## src/hcsk_pkg.sv

```systemverilog
// ----------------------------------------------------------------------------
// HSV color key package
// Shared widths, constants, register indexes and types of the color key core.
// ----------------------------------------------------------------------------
package hcsk_pkg;

	localparam int unsigned CHAN_W     = 8;
	localparam int unsigned CFG_IDX_W  = 3;
	localparam int unsigned CFG_DATA_W = 8;

	// Configuration register indexes.
	localparam logic [CFG_IDX_W-1:0] REG_REF_RED        = 3'd0;
	localparam logic [CFG_IDX_W-1:0] REG_REF_GREEN      = 3'd1;
	localparam logic [CFG_IDX_W-1:0] REG_REF_BLUE       = 3'd2;
	localparam logic [CFG_IDX_W-1:0] REG_TOL_HUE        = 3'd3;
	localparam logic [CFG_IDX_W-1:0] REG_TOL_SATURATION = 3'd4;
	localparam logic [CFG_IDX_W-1:0] REG_TOL_VALUE      = 3'd5;
	localparam logic [CFG_IDX_W-1:0] REG_OP_MODE        = 3'd6;

	// Operating modes.
	localparam logic MODE_THRESHOLD  = 1'b0;
	localparam logic MODE_DESATURATE = 1'b1;

	// Hue sectors, named after the largest channel.
	localparam logic [1:0] SEC_RED   = 2'd0;
	localparam logic [1:0] SEC_GREEN = 2'd1;
	localparam logic [1:0] SEC_BLUE  = 2'd2;

	localparam logic [CHAN_W-1:0] HUE_BASE_RED   = 8'd0;
	localparam logic [CHAN_W-1:0] HUE_BASE_GREEN = 8'd85;
	localparam logic [CHAN_W-1:0] HUE_BASE_BLUE  = 8'd171;
	localparam logic [CHAN_W-1:0] PIX_WHITE      = 8'd255;
	localparam logic [CHAN_W-1:0] PIX_BLACK      = 8'd0;

	localparam int unsigned HUE_SCALE = 43;
	localparam int unsigned SAT_SCALE = 255;

	// Divider: 16-bit dividend, 8-bit divisor and quotient, two bits a stage.
	localparam int unsigned DIV_NUM_W          = 2 * CHAN_W;
	localparam int unsigned DIV_BITS_PER_STAGE = 2;
	localparam int unsigned DIV_STAGES         = CHAN_W / DIV_BITS_PER_STAGE;

	// Min/max stage, numerator stage, divider stages, hue assembly stage.
	localparam int unsigned HSV_STAGES = DIV_STAGES + 3;
	// Plus the compare and output stage.
	localparam int unsigned PIPE_STAGES = HSV_STAGES + 1;

	typedef struct packed {
		logic [CHAN_W-1:0] h;
		logic [CHAN_W-1:0] s;
		logic [CHAN_W-1:0] v;
	} hsv_t;

endpackage

```

## src/hcsk_if.sv

```systemverilog
// ----------------------------------------------------------------------------
// HSV color key channels
// Valid/ready channels for pixels, results and configuration writes.
// ----------------------------------------------------------------------------
interface hcsk_pixel_if;
	logic       valid;
	logic       ready;
	logic [7:0] in_red;
	logic [7:0] in_green;
	logic [7:0] in_blue;

	modport source (output valid, output in_red, output in_green, output in_blue,
		input ready);
	modport sink (input valid, input in_red, input in_green, input in_blue,
		output ready);
endinterface

interface hcsk_result_if;
	logic       valid;
	logic       ready;
	logic [7:0] out_red;
	logic [7:0] out_green;
	logic [7:0] out_blue;
	logic       is_match;
	logic [7:0] pixel_hue;
	logic [7:0] pixel_saturation;
	logic [7:0] pixel_value;

	modport source (output valid, output out_red, output out_green, output out_blue,
		output is_match, output pixel_hue, output pixel_saturation,
		output pixel_value, input ready);
	modport sink (input valid, input out_red, input out_green, input out_blue,
		input is_match, input pixel_hue, input pixel_saturation,
		input pixel_value, output ready);
endinterface

interface hcsk_cfg_if;
	logic       valid;
	logic       ready;
	logic [2:0] index;
	logic [7:0] data;

	modport source (output valid, output index, output data, input ready);
	modport sink (input valid, input index, input data, output ready);
endinterface

```

## src/hcsk_div.sv

```systemverilog
// ----------------------------------------------------------------------------
// HSV color key divider
// Pipelined restoring divider, 16-bit dividend by 8-bit divisor, for
// dividends whose quotient is known to fit in 8 bits.
// ----------------------------------------------------------------------------
module hcsk_div import hcsk_pkg::*; (
	input  logic                  clk,
	input  logic [DIV_STAGES-1:0] en,
	input  logic [DIV_NUM_W-1:0]  num,
	input  logic [CHAN_W-1:0]     den,
	output logic [CHAN_W-1:0]     quo
);

	logic [CHAN_W-1:0] rem_s [DIV_STAGES];
	logic [CHAN_W-1:0] low_s [DIV_STAGES];
	logic [CHAN_W-1:0] den_s [DIV_STAGES];
	logic [CHAN_W-1:0] quo_s [DIV_STAGES];

	logic [CHAN_W-1:0] rem_d [DIV_STAGES];
	logic [CHAN_W-1:0] low_d [DIV_STAGES];
	logic [CHAN_W-1:0] den_d [DIV_STAGES];
	logic [CHAN_W-1:0] quo_d [DIV_STAGES];

	always_comb begin
		logic [CHAN_W:0]   t;
		logic [CHAN_W-1:0] r;
		logic [CHAN_W-1:0] l;
		logic [CHAN_W-1:0] dd;
		logic [CHAN_W-1:0] q;
		for (int k = 0; k < DIV_STAGES; k++) begin
			// The upper dividend half is below the divisor, so it seeds the remainder.
			if (k == 0) begin
				r  = num[DIV_NUM_W-1:CHAN_W];
				l  = num[CHAN_W-1:0];
				dd = den;
				q  = '0;
			end else begin
				r  = rem_s[k-1];
				l  = low_s[k-1];
				dd = den_s[k-1];
				q  = quo_s[k-1];
			end
			for (int j = 0; j < DIV_BITS_PER_STAGE; j++) begin
				t = {r, l[CHAN_W-1]};
				l = {l[CHAN_W-2:0], 1'b0};
				if (t >= {1'b0, dd}) begin
					t = t - {1'b0, dd};
					q = {q[CHAN_W-2:0], 1'b1};
				end else begin
					q = {q[CHAN_W-2:0], 1'b0};
				end
				r = t[CHAN_W-1:0];
			end
			rem_d[k] = r;
			low_d[k] = l;
			den_d[k] = dd;
			quo_d[k] = q;
		end
	end

	for (genvar k = 0; k < DIV_STAGES; k++) begin : g_stage
		always_ff @(posedge clk) begin
			if (en[k]) begin
				rem_s[k] <= rem_d[k];
				low_s[k] <= low_d[k];
				den_s[k] <= den_d[k];
				quo_s[k] <= quo_d[k];
			end
		end
	end

	assign quo = quo_s[DIV_STAGES-1];

endmodule

```

## src/hcsk_hsv.sv

```systemverilog
// ----------------------------------------------------------------------------
// HSV color key converter
// Pipelined RGB888 to 8-bit HSV conversion: min/max, numerators, two
// dividers side by side, then hue assembly.
// ----------------------------------------------------------------------------
module hcsk_hsv import hcsk_pkg::*; (
	input  logic                  clk,
	input  logic [HSV_STAGES-1:0] en,
	input  logic [CHAN_W-1:0]     red,
	input  logic [CHAN_W-1:0]     green,
	input  logic [CHAN_W-1:0]     blue,
	output hsv_t                  hsv
);

	localparam int unsigned HNUM_W = 14;

	typedef struct packed {
		logic [CHAN_W-1:0] v;
		logic [1:0]        sector;
		logic              neg;
		logic              black;
		logic              gray;
	} side_t;

	function automatic logic [CHAN_W:0] sdiff(input logic [CHAN_W-1:0] a,
		input logic [CHAN_W-1:0] b);
		logic [CHAN_W-1:0] m;
		m = (a >= b) ? (a - b) : (b - a);
		return {(a < b), m};
	endfunction

	// Stage 1: largest and smallest channel, sector and signed hue numerator.
	logic [CHAN_W-1:0] mx_s1, mn_s1, nabs_s1;
	logic [1:0]        sector_s1;
	logic              neg_s1;

	logic [CHAN_W-1:0] mx_d, mn_d;
	logic [1:0]        sector_d;
	logic [CHAN_W:0]   num_d;

	always_comb begin
		logic r_max, g_max;
		r_max = (red >= green) && (red >= blue);
		g_max = !r_max && (green >= blue);
		if (r_max) begin
			mx_d     = red;
			sector_d = SEC_RED;
			num_d    = sdiff(green, blue);
		end else if (g_max) begin
			mx_d     = green;
			sector_d = SEC_GREEN;
			num_d    = sdiff(blue, red);
		end else begin
			mx_d     = blue;
			sector_d = SEC_BLUE;
			num_d    = sdiff(red, green);
		end
		mn_d = red;
		if (green < mn_d) mn_d = green;
		if (blue < mn_d) mn_d = blue;
	end

	always_ff @(posedge clk) begin
		if (en[0]) begin
			mx_s1     <= mx_d;
			mn_s1     <= mn_d;
			sector_s1 <= sector_d;
			neg_s1    <= num_d[CHAN_W];
			nabs_s1   <= num_d[CHAN_W-1:0];
		end
	end

	// Stage 2: spread, and the dividends of saturation and hue.
	logic [CHAN_W-1:0]    spread_d;
	logic [DIV_NUM_W-1:0] snum_s2, hnum_s2;
	logic [CHAN_W-1:0]    sden_s2, hden_s2;
	side_t                side_s2;

	assign spread_d = mx_s1 - mn_s1;

	always_ff @(posedge clk) begin
		if (en[1]) begin
			snum_s2        <= DIV_NUM_W'(spread_d) * DIV_NUM_W'(SAT_SCALE);
			hnum_s2        <= DIV_NUM_W'(HNUM_W'(nabs_s1) * HNUM_W'(HUE_SCALE));
			sden_s2        <= mx_s1;
			hden_s2        <= spread_d;
			side_s2.v      <= mx_s1;
			side_s2.sector <= sector_s1;
			side_s2.neg    <= neg_s1;
			side_s2.black  <= (mx_s1 == '0);
			side_s2.gray   <= (spread_d == '0);
		end
	end

	// Dividers; the side information walks along with them.
	logic [CHAN_W-1:0] sat_q, hoff_q;
	side_t             side_s [DIV_STAGES];

	hcsk_div u_sat_div (
		.clk (clk),
		.en  (en[DIV_STAGES+1:2]),
		.num (snum_s2),
		.den (sden_s2),
		.quo (sat_q)
	);

	hcsk_div u_hue_div (
		.clk (clk),
		.en  (en[DIV_STAGES+1:2]),
		.num (hnum_s2),
		.den (hden_s2),
		.quo (hoff_q)
	);

	for (genvar k = 0; k < DIV_STAGES; k++) begin : g_side
		always_ff @(posedge clk) begin
			if (en[k+2]) begin
				side_s[k] <= (k == 0) ? side_s2 : side_s[(k == 0) ? 0 : k-1];
			end
		end
	end

	// Last stage: hue from sector base and offset, with the zero cases.
	side_t             side_l;
	logic [CHAN_W-1:0] base_d, off_d;
	hsv_t              hsv_s7;

	assign side_l = side_s[DIV_STAGES-1];

	always_comb begin
		case (side_l.sector)
			SEC_RED:   base_d = HUE_BASE_RED;
			SEC_GREEN: base_d = HUE_BASE_GREEN;
			SEC_BLUE:  base_d = HUE_BASE_BLUE;
			default:   base_d = HUE_BASE_RED;
		endcase
		// Truncation toward zero: negate the magnitude quotient.
		off_d = side_l.neg ? (CHAN_W'(0) - hoff_q) : hoff_q;
	end

	always_ff @(posedge clk) begin
		if (en[HSV_STAGES-1]) begin
			hsv_s7.v <= side_l.v;
			hsv_s7.s <= side_l.black ? '0 : sat_q;
			hsv_s7.h <= (side_l.black || side_l.gray) ? '0 : (base_d + off_d);
		end
	end

	assign hsv = hsv_s7;

endmodule

```

## src/hsv_color_key_threshold_core.sv

```systemverilog
// ----------------------------------------------------------------------------
// HSV color key threshold core
// Converts RGB888 pixels to 8-bit HSV and keys them against a reference color.
// ----------------------------------------------------------------------------
// The core takes one pixel per clock while the result side is ready and
// returns one result per pixel, in order. It is an eight-stage pipeline,
// whose four middle stages are the saturation and hue dividers, two
// quotient bits per stage. Stages with no pixel in them fill while the
// result side holds off, so input requests keep being taken until every
// stage holds a pixel. The reference color goes through a second converter
// that runs every cycle, so a configuration write is seen by every pixel
// taken after it. Write the registers only while no pixel is inside the
// core.
// ----------------------------------------------------------------------------
module hsv_color_key_threshold_core import hcsk_pkg::*; (
	input  logic   clk,
	input  logic   arst_n,
	hcsk_pixel_if.sink    pixel,
	hcsk_result_if.source result,
	hcsk_cfg_if.sink      cfg
);

	// Configuration registers.
	logic [CHAN_W-1:0] ref_red_q, ref_green_q, ref_blue_q;
	logic [CHAN_W-1:0] tol_hue_q, tol_sat_q, tol_val_q;
	logic              op_mode_q;

	assign cfg.ready = 1'b1;

	always_ff @(posedge clk or negedge arst_n) begin
		if (!arst_n) begin
			ref_red_q   <= '0;
			ref_green_q <= '0;
			ref_blue_q  <= '0;
			tol_hue_q   <= '0;
			tol_sat_q   <= '0;
			tol_val_q   <= '0;
			op_mode_q   <= MODE_THRESHOLD;
		end else if (cfg.valid) begin
			case (cfg.index)
				REG_REF_RED:        ref_red_q   <= cfg.data;
				REG_REF_GREEN:      ref_green_q <= cfg.data;
				REG_REF_BLUE:       ref_blue_q  <= cfg.data;
				REG_TOL_HUE:        tol_hue_q   <= cfg.data;
				REG_TOL_SATURATION: tol_sat_q   <= cfg.data;
				REG_TOL_VALUE:      tol_val_q   <= cfg.data;
				REG_OP_MODE:        op_mode_q   <= cfg.data[0];
				default:            ;
			endcase
		end
	end

	// Stage valid bits; a stage loads when it is empty or its successor loads.
	logic [PIPE_STAGES-1:0] vld_q;
	logic [PIPE_STAGES-1:0] en;

	always_comb begin
		en[PIPE_STAGES-1] = !vld_q[PIPE_STAGES-1] || result.ready;
		for (int i = PIPE_STAGES - 2; i >= 0; i--) begin
			en[i] = !vld_q[i] || en[i+1];
		end
	end

	always_ff @(posedge clk or negedge arst_n) begin
		if (!arst_n) begin
			vld_q <= '0;
		end else begin
			for (int i = 0; i < PIPE_STAGES; i++) begin
				if (en[i]) begin
					vld_q[i] <= (i == 0) ? pixel.valid : vld_q[(i == 0) ? 0 : i-1];
				end
			end
		end
	end

	assign pixel.ready = en[0];

	// Pixel and reference converters.
	hsv_t pix_hsv, ref_hsv;

	hcsk_hsv u_pix_hsv (
		.clk   (clk),
		.en    (en[HSV_STAGES-1:0]),
		.red   (pixel.in_red),
		.green (pixel.in_green),
		.blue  (pixel.in_blue),
		.hsv   (pix_hsv)
	);

	hcsk_hsv u_ref_hsv (
		.clk   (clk),
		.en    ({HSV_STAGES{1'b1}}),
		.red   (ref_red_q),
		.green (ref_green_q),
		.blue  (ref_blue_q),
		.hsv   (ref_hsv)
	);

	// Compare and output stage.
	function automatic logic [CHAN_W-1:0] absdiff(input logic [CHAN_W-1:0] a,
		input logic [CHAN_W-1:0] b);
		return (a >= b) ? (a - b) : (b - a);
	endfunction

	logic              match_d;
	logic [CHAN_W-1:0] pix_d;
	logic [CHAN_W-1:0] pix_s8;
	logic              match_s8;
	hsv_t              hsv_s8;

	always_comb begin
		match_d = (absdiff(pix_hsv.h, ref_hsv.h) <= tol_hue_q) &&
			(absdiff(pix_hsv.s, ref_hsv.s) <= tol_sat_q) &&
			(absdiff(pix_hsv.v, ref_hsv.v) <= tol_val_q);
		if (op_mode_q == MODE_DESATURATE) begin
			pix_d = pix_hsv.v;
		end else begin
			pix_d = match_d ? PIX_WHITE : PIX_BLACK;
		end
	end

	always_ff @(posedge clk) begin
		if (en[PIPE_STAGES-1]) begin
			pix_s8   <= pix_d;
			match_s8 <= match_d;
			hsv_s8   <= pix_hsv;
		end
	end

	assign result.valid            = vld_q[PIPE_STAGES-1];
	assign result.out_red          = pix_s8;
	assign result.out_green        = pix_s8;
	assign result.out_blue         = pix_s8;
	assign result.is_match         = match_s8;
	assign result.pixel_hue        = hsv_s8.h;
	assign result.pixel_saturation = hsv_s8.s;
	assign result.pixel_value      = hsv_s8.v;

endmodule

```

## src/flat_wrapper.sv

```systemverilog
// flat-port wrapper written by rule: the top's interface ports become plain ports
module hsv_color_key_threshold_core_flat import hcsk_pkg::*;
  (clk, arst_n, pixel_valid, pixel_in_red, pixel_in_green, pixel_in_blue, pixel_ready, result_valid, result_out_red, result_out_green, result_out_blue, result_is_match, result_pixel_hue, result_pixel_saturation, result_pixel_value, result_ready, cfg_valid, cfg_index, cfg_data, cfg_ready);
  hcsk_pixel_if pixel_i ();
  hcsk_result_if result_i ();
  hcsk_cfg_if cfg_i ();
  input  logic clk;
  input  logic arst_n;
  input wire logic [$bits(pixel_i.valid)-1:0] pixel_valid;
  input wire logic [$bits(pixel_i.in_red)-1:0] pixel_in_red;
  input wire logic [$bits(pixel_i.in_green)-1:0] pixel_in_green;
  input wire logic [$bits(pixel_i.in_blue)-1:0] pixel_in_blue;
  output wire logic [$bits(pixel_i.ready)-1:0] pixel_ready;
  output wire logic [$bits(result_i.valid)-1:0] result_valid;
  output wire logic [$bits(result_i.out_red)-1:0] result_out_red;
  output wire logic [$bits(result_i.out_green)-1:0] result_out_green;
  output wire logic [$bits(result_i.out_blue)-1:0] result_out_blue;
  output wire logic [$bits(result_i.is_match)-1:0] result_is_match;
  output wire logic [$bits(result_i.pixel_hue)-1:0] result_pixel_hue;
  output wire logic [$bits(result_i.pixel_saturation)-1:0] result_pixel_saturation;
  output wire logic [$bits(result_i.pixel_value)-1:0] result_pixel_value;
  input wire logic [$bits(result_i.ready)-1:0] result_ready;
  input wire logic [$bits(cfg_i.valid)-1:0] cfg_valid;
  input wire logic [$bits(cfg_i.index)-1:0] cfg_index;
  input wire logic [$bits(cfg_i.data)-1:0] cfg_data;
  output wire logic [$bits(cfg_i.ready)-1:0] cfg_ready;
  assign pixel_i.valid = pixel_valid;
  assign pixel_i.in_red = pixel_in_red;
  assign pixel_i.in_green = pixel_in_green;
  assign pixel_i.in_blue = pixel_in_blue;
  assign pixel_ready = pixel_i.ready;
  assign result_valid = result_i.valid;
  assign result_out_red = result_i.out_red;
  assign result_out_green = result_i.out_green;
  assign result_out_blue = result_i.out_blue;
  assign result_is_match = result_i.is_match;
  assign result_pixel_hue = result_i.pixel_hue;
  assign result_pixel_saturation = result_i.pixel_saturation;
  assign result_pixel_value = result_i.pixel_value;
  assign result_i.ready = result_ready;
  assign cfg_i.valid = cfg_valid;
  assign cfg_i.index = cfg_index;
  assign cfg_i.data = cfg_data;
  assign cfg_ready = cfg_i.ready;
  hsv_color_key_threshold_core u_core (.clk(clk), .arst_n(arst_n), .pixel(pixel_i), .result(result_i), .cfg(cfg_i));
endmodule
```

## config.mk

```make
export PLATFORM = sky130hd
export DESIGN_NAME = hsv_color_key_threshold_core_flat
export DESIGN_NICKNAME = d
export VERILOG_FILES = /design/src/hcsk_pkg.sv /design/src/hcsk_if.sv /design/src/hcsk_div.sv /design/src/hcsk_hsv.sv /design/src/hsv_color_key_threshold_core.sv /design/src/flat_wrapper.sv
export SDC_FILE = /design/constraint.sdc
export NUM_CORES = 2
export LEC_CHECK = 0
export BUFFER_PORTS_ARGS = -buffer_cell sky130_fd_sc_hd__buf_4
export CORE_ASPECT_RATIO = 0.9
export CORE_MARGIN = 2
export CORE_UTILIZATION = 54
export DETAILED_ROUTE_END_ITERATION = 6
export MAX_ROUTING_LAYER = met4
export PLACE_DENSITY = 0.71
export SLEW_MARGIN = 25
export SYNTH_ARGS = -nofsm -noshare
export SYNTH_HDL_FRONTEND = slang
export SYNTH_HIERARCHICAL = 1
export SYNTH_SLANG_ARGS = --single-unit
```

## constraint.sdc

```tcl
create_clock -name clk -period 7.3 [get_ports clk]
set_input_delay 0.73 -clock clk [delete_from_list [all_inputs] [get_ports clk]]
set_output_delay 0.73 -clock clk [all_outputs]
set_load 0.1 [all_outputs]
```

Word-level counts from Yosys, hierarchy flattened
Memories as Yosys holds them, arrays and structs flattened. A register that Yosys moved wholly into a read port is not among the register bits.
Cells that the tools add are included.
{ "word_totals": {"ff_bits": 278, "latch_bits": 0, "ramBits": 584, "rom_bits": 0, "output_inout_bits": 52, "n_memories": 18} }
{ "mem_list": {"columns": ["memory", "words", "word_bits", "rd", "rd_ports_with_merged_regs", "wr", "line_no", "source"], "rows": [
  ["u_core.u_pix_hsv.side_s", 4, 13, 4, 0, 4, "hcsk_hsv.sv:97", "side_t side_s [DIV_STAGES];"],
  ["u_core.u_ref_hsv.side_s", 4, 13, 4, 0, 4, "hcsk_hsv.sv:97", null],
  ["u_core.u_pix_hsv.u_hue_div.den_s", 4, 8, 3, 0, 4, "hcsk_div.sv:16", "logic [CHAN_W-1:0] den_s [DIV_STAGES];"],
  ["u_core.u_pix_hsv.u_hue_div.quo_s", 4, 8, 4, 0, 4, "hcsk_div.sv:17", "logic [CHAN_W-1:0] quo_s [DIV_STAGES];"],
  ["u_core.u_pix_hsv.u_hue_div.rem_s", 4, 8, 3, 0, 4, "hcsk_div.sv:14", "logic [CHAN_W-1:0] rem_s [DIV_STAGES];"],
  ["u_core.u_pix_hsv.u_sat_div.den_s", 4, 8, 3, 0, 4, "hcsk_div.sv:16", null],
  ["12 more memories", null, null, null, null, null, null, null]
]} }
{ "op_classes": {"n_addsub": 56, "mul": 4, "div_mod_pow": 0, "n_lt_le_gt_ge": 56, "eq_ne": 10, "shifts": 0, "muxes": 101, "bitwise": 0, "reduce_logical": 38} }
{ "op_table": {"columns": ["operator", "n"], "rows": [
  ["$mux W8", 53],
  ["$sub A8 B8 Y8", 50],
  ["$ge A9 B8 Y1", 30],
  ["$ge A8 B8 Y1", 11],
  ["$lt A8 B8 Y1", 10],
  ["$mux W1", 40],
  ["$mux W9", 4],
  ["$logic_not A8 Y1", 4],
  ["$mul A8 B8 Y16 const B", 2],
  ["$pmux W8 S2", 2],
  ["$mul A8 B6 Y14 const B", 2],
  ["$le A8 B8 Y1", 3],
  ["$add A8 B8 Y8", 2],
  ["$ge A7 B8 Y1", 2],
  ["$sub A1 B8 Y8 const A", 2],
  ["$sub A7 B8 Y8", 2],
  ["$reduce_and A2 Y1", 7],
  ["$logic_not A1 Y1", 10],
  ["$logic_or A1 B1 Y1", 10],
  ["$eq A3 B3 Y1 const B", 3],
  ["$eq A3 B2 Y1 const B", 2],
  ["$logic_and A1 B1 Y1", 6],
  ["$eq A2 B1 Y1 const B", 2],
  ["$eq A2 B2 Y1 const B", 2],
  ["3 further kinds", 4]
]} }

Longest topological paths before layout
{ "logic_depth": {"depth_word": 9, "mapped_depth": 24} }

By module
Netlist, hierarchy kept.
{ "modules_own_cells": {"columns": ["module", "n_inst", "cells_per_inst", "area_each_um2", "seq_area_each_um2"], "rows": [
  ["hcsk_div (u_core.u_pix_hsv.u_hue_div ...)", 2, 545, 5905.7, 2402.3],
  ["hcsk_hsv (u_core.u_pix_hsv)", 1, 940, 10839.1, 4594.4],
  ["hcsk_hsv (u_core.u_ref_hsv)", 1, 939, 10785.3, 4594.4],
  ["hsv_color_key_threshold_core", 1, 547, 5906.9, 2417.3],
  ["hcsk_div (u_core.u_ref_hsv.u_sat_div)", 1, 508, 5625.4, 2402.3],
  ["hcsk_div (u_core.u_ref_hsv.u_hue_div)", 1, 515, 5569.1, 2402.3]
]} }

Worst setup path before layout
Ideal clock, no wire load.
{ "synth_timing": {"path_type": "register to register", "startpoint": "register u_core.u_ref_hsv.mx_s1[0]", "endpoint": "register u_core.u_ref_hsv.snum_s2[15] (data pin)", "setup_time_ns": 0.259, "arrival_time_ns": 5.442, "required_ns": 7.041, "slack_ns": 1.598, "path_stages_with_launch": 24, "n_path_buf": 0, "synth_period_minus_slack_ns": 5.702, "path_cell_list": "edfxtp_1 inv_1 ha_1 inv_1 fa_1 nand2_1 nand2_1 a21oi_1 o21ai_0 a21oi_1 xnor2_1 inv_1 fa_1 inv_1 fa_1 fa_1 inv_1 fa_1 inv_1 ha_1 a31o_2 a41oi_1 a21oi_1 xnor2_1"} }
{ "synth_via": {"elab_chain_cells": 2} }
{ "synth_rtl": {"columns": ["item", "line_no", "source"], "rows": [
  ["start, declared", "hcsk_hsv.sv:33", "logic [CHAN_W-1:0] mx_s1, mn_s1, nabs_s1;"],
  ["start signal, assigned", "hcsk_hsv.sv:65", "mx_s1 <= mx_d;"],
  ["$sub A8 B8 Y8", "hcsk_hsv.sv:79", "assign spread_d = mx_s1 - mn_s1;"],
  ["via u_core.u_ref_hsv.spread_d[6]", "hcsk_hsv.sv:74", "logic [CHAN_W-1:0] spread_d;"],
  ["$mul A8 B8 Y16", "hcsk_hsv.sv:83", "snum_s2 <= DIV_NUM_W'(spread_d) * DIV_NUM_W'(SAT_SCALE);"],
  ["end signal, assigned", "hcsk_hsv.sv:83", null],
  ["end, declared", "hcsk_hsv.sv:75", "logic [DIV_NUM_W-1:0] snum_s2, hnum_s2;"]
]} }
The timed path passes the listed nets, and every way through them passes these cells.
A chain may end at the register's enable or synchronous reset.

Worst setup path in the final report
{ "layout_timing": {"startpoint": "register u_core.u_ref_hsv.mx_s1[0]", "endpoint": "register u_core.u_ref_hsv.snum_s2[12] (data pin)"} }
Same word-level chain as after synthesis.

==> summary.md <==
| Metric | Value |
|---|---|
| RD Place Congestion | 0.9281 |
| Min Tclk post-route | 6.310 ns |
| Worst slew margin relative to its limit | 31.75% |
| Total of warnings raised by yosys | 6 |
| Signal arrival time at the worst endpoint | 6.68 ns |
| Via count of the first global-routing pass | 33,200 |
| Number of buffers added to fix hold violations after cts | 0 |
| Status | finished clean |
| Worst clock skew on the final layout | 0.01827 ns |
| Number of levels in the clock H-tree | 3 |
| Post-synthesis cell type count | 115 |
| Total setup violations reported at the end of the flow | 0 |
| First drt pass iteration count | 6 |
| Total gr overflow | 0 |
| Number of DRC violations after detailed routing | 0 |
| Horizontal extent of the die | 326.5 µm |
| Cells resized by post-CTS repair | 0 |
| Setup repair after global routing missed its margin | false |
| Most frequent cells in the layout | sky130_fd_sc_hd__edfxtp_1, sky130_fd_sc_hd__ha_1, sky130_fd_sc_hd__inv_1 |
| Placeable core region | 92,840 µm² |
| Slack of the worst reg-to-reg path | 0.99 ns |
| Overall global routing resource usage | 23.03% |
| #FFs+latches synth | 716 |
| Most common cell after layout, fill and taps aside | sky130_fd_sc_hd__edfxtp_1 |
| Root buf cell | sky130_fd_sc_hd__clkbuf_16 |
| Avg Inst Size Synth | 11.13 µm² |
| Buffer depth of the longest clock path | 3 |
| Pins over their slew limit | 0 |
| Vias after detailed routing | 34,080 |
| Chip Height | 294.2 µm |
| Initial antenna violation count | 3 |
| Buffers on Ports | 90 |
| Area growth from synthesis to layout | 11.16% |
| DPL Wire Length | 84.82 mm |
| Required time of the critical path | 7.67 ns |
| Die area | 96,050 µm² |
| Maximum achievable frequency | 0.1585 GHz |
| Effective utilization at floorplan | 54.44% |
| Clock tree from TritonCTS | yes |
| Number of enable flip-flop cells after synthesis | 659 |
| Postcts setup bufs | 0 |
| Capturing element type of the critical path | register |
| Wire length of the first global-routing pass | 172.7 mm |
| Maximum fanout encountered on the critical timing path | 8 |
| Num CTS Buffers | 76 |
| Transition at the pin with the smallest max-transition slack | 1.019 ns |
| Synth Cell Area | 50,540 µm² |
| Synthesized instance count | 4,539 |
| Wire per inst | 17.08 µm |
| Clock transition time at the flip-flop clock pins of the worst setup and hold paths | 0.06 ns |
| Dominant register cell in the synthesized netlist | sky130_fd_sc_hd__edfxtp_1 |
| Share of async-settable or async-resettable flops after synthesis | 7.961% |
| Startpoint-to-endpoint class of the critical path | register to register |
| Wire length after detailed routing | 106.9 mm |
| Placement row count | 106 |
| Final #Nets | 5,721 |
| Max-capacitance violation count | 0 |
| Number of filler cells placed in the layout | 7,614 |
| Kind of launch point of the worst setup path | register |
| Clock network latency to the later pin of the worst-skew pair | 0.64 ns |
| Summed negative setup slack over all endpoints | 0 ns |
| Worst hold path class | primary input to async pin |
| Final-report hold violation count | 0 |
| Post-route fraction of the period consumed by the critical path | 86.43% |
| IO Count | 92 |
| Total clock sinks | 716 |
| Starting DRC count in detailed routing | 2,315 |
| Proportion of layout cells with a drive suffix above 1 | 10.38% |
| Sequential fraction of the synthesis area | 41.98% |
| Routed via count divided by cell count | 5.449 |
| Remaining antenna violation count | 0 |
| Pin count of the biggest net entering global routing | 62 |
[per-stage QoR]
step / hold WS, ns / std cells / util [%] / cell area [µm²] / worst slack, ns
floorplan: 0.4003 / 4859 / - / 51740 / 1.598
global placement: 0.4007 / 6114 / 57.70 / 53570 / 1.148
detailed placement: 0.4045 / 6114 / 57.70 / 53570 / 1.086
CTS: 0.1696 / 6254 / 60.51 / 56180 / 0.9934
global route: 0.2218 / 6255 / 60.51 / 56180 / 0.5710
finish: 0.1787 / 6255 / 60.51 / 56180 / 0.9904
[metal layers]
metal | vias to the layer above | track usage (%) | wire, µm
met1 | 16270 | 33.74 | 53170
met5 | - | - | 0
met4 | 0 | 5.247 | 2184
li1 | 16900 | - | -
met2 | 779 | 33.49 | 45100
met3 | 138 | 3.822 | 6406
[kinds of logic (layout without fill, tap and decap cells)]
group                    after synthesis  in the layout  synth area share (%)
multiplexers                         256            256                 5.620
flip-flops                           716            716                 41.98
AO/OA/AOI/OAI                       1040           1040                 13.96
buffers and inverters                689            842                 5.511
adder cells (fa/ha/maj)              733            733                 19.83
AND/OR/NAND/NOR                      837            837                 8.465
XOR/XNOR                             265            265                 4.607
other                                  3            324               0.02228
[final timing paths]
check                                          startpoint                        endpoint  cells past startpoint
max                             u_core/u_ref_hsv/mx_s1[0]    u_core/u_ref_hsv/snum_s2[12]                     24
min                                                arst_n             u_core/tol_hue_q[6]                      1
max reg2reg                     u_core/u_ref_hsv/mx_s1[0]    u_core/u_ref_hsv/snum_s2[12]                     24
min reg2reg                u_core/u_pix_hsv/side_s[0][12]  u_core/u_pix_hsv/side_s[1][12]                      0
max in group asynchronous                          arst_n            u_core/ref_blue_q[7]                      1
min in group clk                              cfg_data[1]             u_core/tol_sat_q[1]                      3
[area by class of cell]
type                    count  area [µm²]  share of cell area [%]
diodes                      1       2.502                0.004454
flip-flops and latches    716       21220                   37.76
repair buffers            104       780.7                   1.390
clock inverters            43       514.2                  0.9154
well taps                1242        1554                   2.766
clock buffers              97        2092                   3.724
inverters                 598        2245                   3.996
multi-input cells        3454       27780                   49.44
[registers in the layout, indices dropped and copies added (netlist names), 13 cells and up]
register / flops
u_core/u_ref_hsv/u_hue_div/rem_s: 24
u_core/u_ref_hsv/u_sat_div/den_s: 24
u_core/u_pix_hsv/side_s: 52
u_core/u_pix_hsv/u_hue_div/rem_s: 24
u_core/u_pix_hsv/side_s2: 13
u_core/u_ref_hsv/snum_s2: 16
u_core/u_ref_hsv/u_sat_div/quo_s: 20
u_core/u_ref_hsv/u_hue_div/quo_s: 20
u_core/u_pix_hsv/u_sat_div/den_s: 24
u_core/u_pix_hsv/u_sat_div/rem_s: 24
u_core/u_ref_hsv/hnum_s2: 14
u_core/u_ref_hsv/side_s: 52
u_core/u_ref_hsv/u_sat_div/rem_s: 24
u_core/u_ref_hsv/hsv: 24
u_core/u_pix_hsv/u_hue_div/den_s: 24
u_core/u_pix_hsv/u_sat_div/quo_s: 20
u_core/u_ref_hsv/u_hue_div/den_s: 24
u_core/u_pix_hsv/hsv: 24
u_core/u_pix_hsv/hnum_s2: 14
u_core/u_pix_hsv/snum_s2: 16
u_core/u_pix_hsv/u_hue_div/quo_s: 20
u_core/u_ref_hsv/side_s2: 13
[synth_stat cells (57+ instances only)]
cell / number / area [µm²]
sky130_fd_sc_hd__a21o_1: 124 / 930.9
sky130_fd_sc_hd__a21oi_1: 262 / 1311
sky130_fd_sc_hd__dfrtp_1: 57 / 1426
sky130_fd_sc_hd__edfxtp_1: 659 / 19790
sky130_fd_sc_hd__fa_1: 114 / 2282
sky130_fd_sc_hd__ha_1: 617 / 7720
sky130_fd_sc_hd__inv_1: 596 / 2237
sky130_fd_sc_hd__mux2_2: 154 / 1734
sky130_fd_sc_hd__mux2i_1: 85 / 850.8
sky130_fd_sc_hd__nand2_1: 244 / 915.9
sky130_fd_sc_hd__nand4_1: 65 / 406.6
sky130_fd_sc_hd__nor2_1: 171 / 641.9
sky130_fd_sc_hd__nor2b_1: 79 / 494.2
sky130_fd_sc_hd__o21ai_0: 213 / 1066
sky130_fd_sc_hd__xnor2_1: 177 / 1550
sky130_fd_sc_hd__xor2_1: 87 / 762.0
[critical path: stages, from the launching register on]
cell and delay, ns:
sky130_fd_sc_hd__edfxtp_1 0.42, sky130_fd_sc_hd__inv_1 0.08, sky130_fd_sc_hd__ha_1 0.16, sky130_fd_sc_hd__inv_1 0.05, sky130_fd_sc_hd__fa_1 0.39, sky130_fd_sc_hd__nand2_1 0.07, sky130_fd_sc_hd__nand2_1 0.05, sky130_fd_sc_hd__a21oi_1 0.21
sky130_fd_sc_hd__o21ai_0 0.10, sky130_fd_sc_hd__a21oi_1 0.27, sky130_fd_sc_hd__xnor2_1 0.42, sky130_fd_sc_hd__inv_1 0.22, sky130_fd_sc_hd__fa_1 0.60, sky130_fd_sc_hd__inv_1 0.08, sky130_fd_sc_hd__fa_1 0.53, sky130_fd_sc_hd__fa_1 0.56
sky130_fd_sc_hd__inv_1 0.06, sky130_fd_sc_hd__fa_1 0.53, sky130_fd_sc_hd__inv_1 0.04, sky130_fd_sc_hd__ha_1 0.36, sky130_fd_sc_hd__a21oi_1 0.17, sky130_fd_sc_hd__nand2_1 0.09, sky130_fd_sc_hd__a41oi_1 0.28, sky130_fd_sc_hd__nor2b_1 0.23
sky130_fd_sc_hd__xnor2_1 0.08
Power is not shown: default switching activity piles up to over one toggle a cycle in this logic, so the estimate is an artifact.
